==> src/sv/dnsarp_pkg.sv <==
// Shared types and constants for the DNS response A-record parser.
package dnsarp_pkg;

    typedef enum logic [2:0] {
        PH_IDLE,
        PH_HEADER,
        PH_QNAME,
        PH_QTAIL,
        PH_ANSWER,
        PH_RDATA,
        PH_DONE
    } parse_phase_t;

    typedef enum logic [1:0] {
        KIND_HEADER = 2'd0,
        KIND_A      = 2'd1,
        KIND_SKIP   = 2'd2
    } result_kind_t;

    localparam logic [15:0] HEADER_LAST  = 16'd11;
    localparam logic [15:0] QTAIL_LAST   = 16'd3;
    localparam logic [15:0] ANSWER_LAST  = 16'd11;
    localparam logic [15:0] TYPE_A       = 16'd1;
    localparam logic [15:0] A_RDATA_LEN  = 16'd4;

    localparam logic [15:0] IDX_TID_HI   = 16'd0;
    localparam logic [15:0] IDX_TID_LO   = 16'd1;
    localparam logic [15:0] IDX_ANC_HI   = 16'd6;
    localparam logic [15:0] IDX_ANC_LO   = 16'd7;
    localparam logic [15:0] IDX_TYPE_HI  = 16'd2;
    localparam logic [15:0] IDX_TYPE_LO  = 16'd3;
    localparam logic [15:0] IDX_RDLEN_HI = 16'd10;
    localparam logic [15:0] IDX_RDLEN_LO = 16'd11;

    typedef struct packed {
        logic [7:0] data_byte;
        logic       packet_start;
    } msg_t;

    typedef struct packed {
        logic [1:0]  result_kind;
        logic [15:0] transaction_id;
        logic [15:0] answer_count;
        logic [15:0] record_type;
        logic [31:0] ipv4_address;
        logic        last_result;
    } res_t;

endpackage

==> src/sv/dns_response_a_record_parser_core.sv <==
// DNS response parser: one message byte per transfer, header, A-record and skipped-record results out.
// Takes one byte per cycle with no gaps required: each byte is captured in an input
// register and parsed from there once the result register can advance, and each result
// it yields is captured in the result register. Throughput is one byte per cycle,
// limited only by the result register: msg_stall rises only while a finished result
// is held by res_stall and the input register is full.
module dns_response_a_record_parser_core (
    input  logic              clk,
    input  logic              rst_n,
    input  logic              msg_valid,
    output logic              msg_stall,
    input  dnsarp_pkg::msg_t  msg_data,
    output logic              res_valid,
    input  logic              res_stall,
    output dnsarp_pkg::res_t  res_data
);
    import dnsarp_pkg::*;

    logic         in_valid_reg;
    msg_t         in_data_reg;
    logic         res_valid_reg;
    res_t         res_data_reg;

    parse_phase_t phase_reg,  phase_next;
    logic [15:0]  fbc_reg,    fbc_next;
    logic [7:0]   skip_reg,   skip_next;
    logic [15:0]  tid_reg,    tid_next;
    logic [15:0]  anc_reg,    anc_next;
    logic [15:0]  left_reg,   left_next;
    logic [15:0]  type_reg,   type_next;
    logic [15:0]  rdlen_reg,  rdlen_next;
    logic [31:0]  addr_reg,   addr_next;

    logic         advance;
    logic         go;
    logic         emit;
    res_t         result;

    assign advance   = ~res_valid_reg | ~res_stall;
    assign go        = in_valid_reg & advance;
    assign msg_stall = in_valid_reg & ~advance;
    assign res_valid = res_valid_reg;
    assign res_data  = res_data_reg;

    always_comb
    begin
        logic [7:0]  b;
        logic [15:0] idx;
        logic        finish;
        logic        is_a;
        logic        last;

        b          = in_data_reg.data_byte;
        idx        = fbc_reg;
        phase_next = phase_reg;
        fbc_next   = fbc_reg;
        skip_next  = skip_reg;
        tid_next   = tid_reg;
        anc_next   = anc_reg;
        left_next  = left_reg;
        type_next  = type_reg;
        rdlen_next = rdlen_reg;
        addr_next  = addr_reg;
        emit       = 1'b0;
        finish     = 1'b0;
        is_a       = 1'b0;
        last       = 1'b0;
        result     = '0;

        if (go)
        begin
            if (in_data_reg.packet_start)
            begin
                phase_next = PH_HEADER;
                fbc_next   = '0;
                skip_next  = '0;
                tid_next   = '0;
                anc_next   = '0;
                left_next  = '0;
                type_next  = '0;
                rdlen_next = '0;
                addr_next  = '0;
            end

            idx = fbc_next;
            case (phase_next)
                PH_HEADER:
                begin
                    if (idx == IDX_TID_HI || idx == IDX_TID_LO)
                        tid_next = {tid_next[7:0], b};
                    else if (idx == IDX_ANC_HI || idx == IDX_ANC_LO)
                        anc_next = {anc_next[7:0], b};
                    if (idx >= HEADER_LAST)
                    begin
                        phase_next = PH_QNAME;
                        fbc_next   = '0;
                        skip_next  = '0;
                    end
                    else
                    begin
                        fbc_next = idx + 16'd1;
                    end
                end
                PH_QNAME:
                begin
                    if (skip_next != 8'd0)
                        skip_next = skip_next - 8'd1;
                    else if (b == 8'd0)
                    begin
                        phase_next = PH_QTAIL;
                        fbc_next   = '0;
                    end
                    else
                        skip_next = b;
                end
                PH_QTAIL:
                begin
                    if (idx < QTAIL_LAST)
                        fbc_next = idx + 16'd1;
                    else
                    begin
                        left_next  = anc_next;
                        fbc_next   = '0;
                        last       = (anc_next == 16'd0);
                        phase_next = last ? PH_DONE : PH_ANSWER;
                        emit       = 1'b1;
                        result.result_kind = KIND_HEADER;
                        result.last_result = last;
                    end
                end
                PH_ANSWER:
                begin
                    if (idx == IDX_TYPE_HI || idx == IDX_TYPE_LO)
                        type_next = {type_next[7:0], b};
                    else if (idx == IDX_RDLEN_HI || idx == IDX_RDLEN_LO)
                        rdlen_next = {rdlen_next[7:0], b};
                    if (idx < ANSWER_LAST)
                    begin
                        if (idx == 16'd0)
                        begin
                            type_next  = '0;
                            rdlen_next = '0;
                        end
                        fbc_next = idx + 16'd1;
                    end
                    else
                    begin
                        addr_next = '0;
                        fbc_next  = '0;
                        if (rdlen_next == 16'd0)
                            finish = 1'b1;
                        else
                            phase_next = PH_RDATA;
                    end
                end
                PH_RDATA:
                begin
                    if (idx < A_RDATA_LEN)
                        addr_next = {addr_next[23:0], b};
                    if (({1'b0, idx} + 17'd1) >= {1'b0, rdlen_next})
                        finish = 1'b1;
                    else
                        fbc_next = idx + 16'd1;
                end
                default:
                begin
                end
            endcase

            if (finish)
            begin
                is_a       = (type_next == TYPE_A) && (rdlen_next == A_RDATA_LEN);
                left_next  = left_next - 16'd1;
                last       = (left_next == 16'd0);
                fbc_next   = '0;
                phase_next = last ? PH_DONE : PH_ANSWER;
                emit       = 1'b1;
                result.result_kind  = is_a ? KIND_A : KIND_SKIP;
                result.record_type  = type_next;
                result.ipv4_address = is_a ? addr_next : 32'd0;
                result.last_result  = last;
            end

            result.transaction_id = tid_next;
            result.answer_count   = anc_next;
        end
    end

    always_ff @(posedge clk or negedge rst_n)
    begin
        if (!rst_n)
        begin
            in_valid_reg  <= 1'b0;
            res_valid_reg <= 1'b0;
            phase_reg     <= PH_IDLE;
            fbc_reg       <= '0;
            skip_reg      <= '0;
            tid_reg       <= '0;
            anc_reg       <= '0;
            left_reg      <= '0;
            type_reg      <= '0;
            rdlen_reg     <= '0;
            addr_reg      <= '0;
        end
        else
        begin
            if (!msg_stall)
                in_valid_reg <= msg_valid;
            if (advance)
                res_valid_reg <= go & emit;
            phase_reg <= phase_next;
            fbc_reg   <= fbc_next;
            skip_reg  <= skip_next;
            tid_reg   <= tid_next;
            anc_reg   <= anc_next;
            left_reg  <= left_next;
            type_reg  <= type_next;
            rdlen_reg <= rdlen_next;
            addr_reg  <= addr_next;
        end
    end

    always_ff @(posedge clk)
    begin
        if (msg_valid && !msg_stall)
            in_data_reg <= msg_data;
        if (go && emit)
            res_data_reg <= result;
    end

endmodule

==> config.mk <==
export PLATFORM = sky130hd
export DESIGN_NAME = dns_response_a_record_parser_core
export DESIGN_NICKNAME = d
export VERILOG_FILES = /design/src/sv/dnsarp_pkg.sv /design/src/sv/dns_response_a_record_parser_core.sv
export SDC_FILE = /design/constraint.sdc
export NUM_CORES = 1
export LEC_CHECK = 0
export BUFFER_PORTS_ARGS = -buffer_cell sky130_fd_sc_hd__buf_2
export CORE_ASPECT_RATIO = 1.1
export CORE_MARGIN = 2
export CORE_UTILIZATION = 40
export DETAILED_ROUTE_END_ITERATION = 10
export GPL_TIMING_DRIVEN = 0
export SKIP_CTS_REPAIR_TIMING = 1
export SKIP_LAST_GASP = 1
export SLEW_MARGIN = 20
export SYNTH_ARGS = -nofsm -noshare
export SYNTH_HDL_FRONTEND = slang
export SYNTH_SLANG_ARGS = --single-unit
==> constraint.sdc <==
create_clock -name clk -period 21.1 [get_ports clk]
set_input_delay 1.055 -clock clk [delete_from_list [all_inputs] [get_ports clk]]
set_output_delay 1.055 -clock clk [all_outputs]
set_load 0.05 [all_outputs]
==> results by group <==
Setup path
  – Critical path class: reg2reg
  – R2R depth: 24
  – CP max FO: 10
  – Startpoint types: register
  – Worst path required time: 21.51 ns
  – CP Capture Type: register
  – Crit path DAT: 9.16 ns

Clock tree
  – CTS HTree Levels: 1
  – Worst-path clk slew: 0.06 ns
  – Total CTS buffers: 26
  – CTS tree: built
  – Worst-skew pair later-pin latency: 0.55 ns
  – Clk sink count: 233
  – Clock Tree Buf Depth: 3
  – Root buf cell: clkbuf_16

Detailed routing
  – WL final: 37.3 mm
  – Wirelength per Cell: 20.8 um
  – Vias per inst: 5.86
  – DR iter-0 viols: 989
  – Detailed-route DRC error count: 0
  – Antenna Nets Post-Route: 0
  – DRT Pass-1 Iters: 6
  – Total number of vias: 10.5k

Die
  – Core Area: 30400 um2
  – Rows: 67
  – DIE WIDTH: 172 um
  – Die H: 188 um
  – Die ar.: 32300 um2
  – Num ports: 98
  – Initial Util: 40.6%

Timing
  – Final WS setup: 12.34 ns
  – Worst Tran Pin Value: 1.01 ns
  – Worst Skew: 0.0253 ns
  – Final setup viols: 0
  – RSZ-0062 raised after global routing: no
  – Final Critical Period: 8.76 ns
  – Slew Viols, Final: 0
  – Slew HR: 32.2%
  – Final-report hold violation count: 0
  – Crit share post-route: 41.5%
  – Post-route setup TNS: 0 ns
  – WHS: 0.477 ns
  – Peak Freq: 0.114 GHz

GRT
  – Vias in the first global route: 10.1k
  – GRT overflow: 0
  – Initial antenna violation count: 0
  – Largest net degree at the start of global routing: 80
  – Total track usage: 23.0%
  – Global-route wire length before repair: 58.2 mm

Final layout
  – # diodes: 0
  – Commonest non-fill, non-tap cell in the layout: dfrtp_1
  – Final nets: 1390
  – Fillers: 2884
  – Area of the multi-input gates: 5680 um2
  – Area grow syn2layout: 17.1%
  – Final Non-Filler Cells: 1788
  – Share of cells above drive strength 1: 13.8%
  – Register Area: 6290 um2
  – Core Util, Final: 47.5%
  – Largest register FFs: 83
  – Design area: 14500 um2
  – Most frequent cells in the layout: dfrtp_1, nor2_1, nand2_1

Place
  – Dpl hpwl: 26.3 mm
  – Placed cells: 1740
  – Area after DPL: 13500 um2
  – Port Buffers: 97
  – GP Congestion: 0.946
  – Dpl ws: 12.54 ns

Synthesis
  – Simple-gate area share of the yosys netlist: 17.4%
  – Post-synth ARST share: 60.5%
  – YS warnings: 0
  – FF+latch count, synth: 233
  – Post-synthesis adder-cell area fraction: 2.33%
  – Share of the yosys chip area belonging to registers: 51.0%
  – Post-Synth XOR/XNOR Area: 2.34%
  – Compound-cell area share of the yosys netlist: 20.5%
  – Mapped Cells: 1224
  – Synth cell types: 75
  – Main combinational cell family by area after synthesis: compound AO/OA/AOI/OAI gates
  – Primary FF master, synth: dfrtp_1
  – Post-synth EDFFs: 92
  – Multiplexer share of the synthesized area: 3.11%
  – Cell Area, Synth: 12300 um2
  – Syn_nets: 1260
  – Mapped Avg Cell Area: 10.1 um2

Pwr
  – Pwr Density: 78.7 nW/um2
  – Total power: 1.14 mW
  – Peak supply drop: 0.0534 mV
  – Leakage: 5.72 nW

Flow run
  – Max_cap viols: 0

Worst hold path
  – WHS Path Cells: 1
  – Hold Crit Class: reg2reg

Outcome
  – Status: completed
-- cell usage after synthesis, types with 7 or more instances --
cell type  instances  share of area (%)
buf_2             13               0.53
nand2b_1          12               0.61
ha_1              23                2.3
nor3b_1           17                1.0
edfxtp_1          92                 22
nor3_1            19               0.77
nand2_1          114                3.5
o211ai_1          14               0.85
clkbuf_1          65                2.0
xnor2_1           21                1.5
buf_1              7               0.21
a21o_1            20                1.2
a22oi_1           50                3.0
o31ai_1            7               0.43
inv_1             17               0.52
a31oi_1           10               0.51
xor2_1            12               0.85
nand4_1           12               0.61
o21ai_0           61                2.5
nor4_1            20                1.0
nor2b_1           10               0.51
nand3_1           19               0.77
and3_1            12               0.61
a21oi_1           61                2.5
a221o_1            7               0.57
and2_1            10               0.51
dfrtp_1          141                 29
mux2i_1           35                2.8
a22o_1            78                5.5
nor2_1           140                4.3
or3_1             15               0.76
-- kinds of logic (layout without fill, tap and decap cells) --
| family | Yosys count | in the layout |
|---|---|---|
| buffers and inverters | 104 | 254 |
| and+or+nand+nor | 435 | 435 |
| DFF | 233 | 233 |
| adders and majority gates | 23 | 23 |
| muxes | 38 | 38 |
| AOI/OAI and AO/OA | 358 | 358 |
| xor gates and xnor gates | 33 | 33 |
-- routing by layer --
metal  part of all wire (%)  up-vias  GRT usage, %
met5                      0        -             0
met4                    3.2        0          7.79
met3                    6.8       83          3.49
met2                     46      402          36.6
met1                     44     5162          32.2
li1                       -     4837             -
-- path summary, 6_finish.rpt --
path | slack [ns] | start | to
max | 12.34 | in_data_reg[0] | res_data[0]
min | 0.48 | tid_reg[11] | tid_reg[11]
max reg2reg | 12.34 | in_data_reg[0] | res_data[0]
min reg2reg | 0.48 | tid_reg[11] | tid_reg[11]
max in group asynchronous | 19.79 | rst_n | addr_reg[31]
min in group asynchronous | 0.49 | rst_n | anc_reg[9]
-- area by class of cell --
cell class | count | area share (%)
buffer | 86 | 2.40
tap | 414 | 3.58
inverter | 18 | 0.467
clock buffer | 29 | 4.79
clock inverter | 19 | 1.62
timing repair buffer | 102 | 4.38
multi-input combinational | 887 | 39.3
sequential | 233 | 43.5
-- critical path, stage by stage (launching register included) --
cell and delay, ns:
edfxtp_1 0.32, clkbuf_1 0.52, clkbuf_1 0.50, buf_1 0.56, clkbuf_1 0.60, clkbuf_1 0.61, buf_1 0.54, nor2b_1 0.23
ha_1 0.34, nor3_1 0.27, and4_1 0.36, nor2_1 0.18, clkbuf_1 0.34, nand2_1 0.16, a21oi_1 0.10, inv_1 0.14
ha_1 0.25, or4b_1 0.53, or4_4 0.48, or4_4 0.45, a22o_1 0.20, a21oi_1 0.16, nand4_1 0.12, o41ai_2 0.44
and2_1 0.20
-- power breakdown --
part	switching [mW]	internal (mW)	leakage, nW
clock	0.189	0.298	0.447
sequential	0.0135	0.486	2.72
combinational	0.100	0.0517	2.55
total	0.303	0.836	5.72
(Power assumes the default switching activity.)
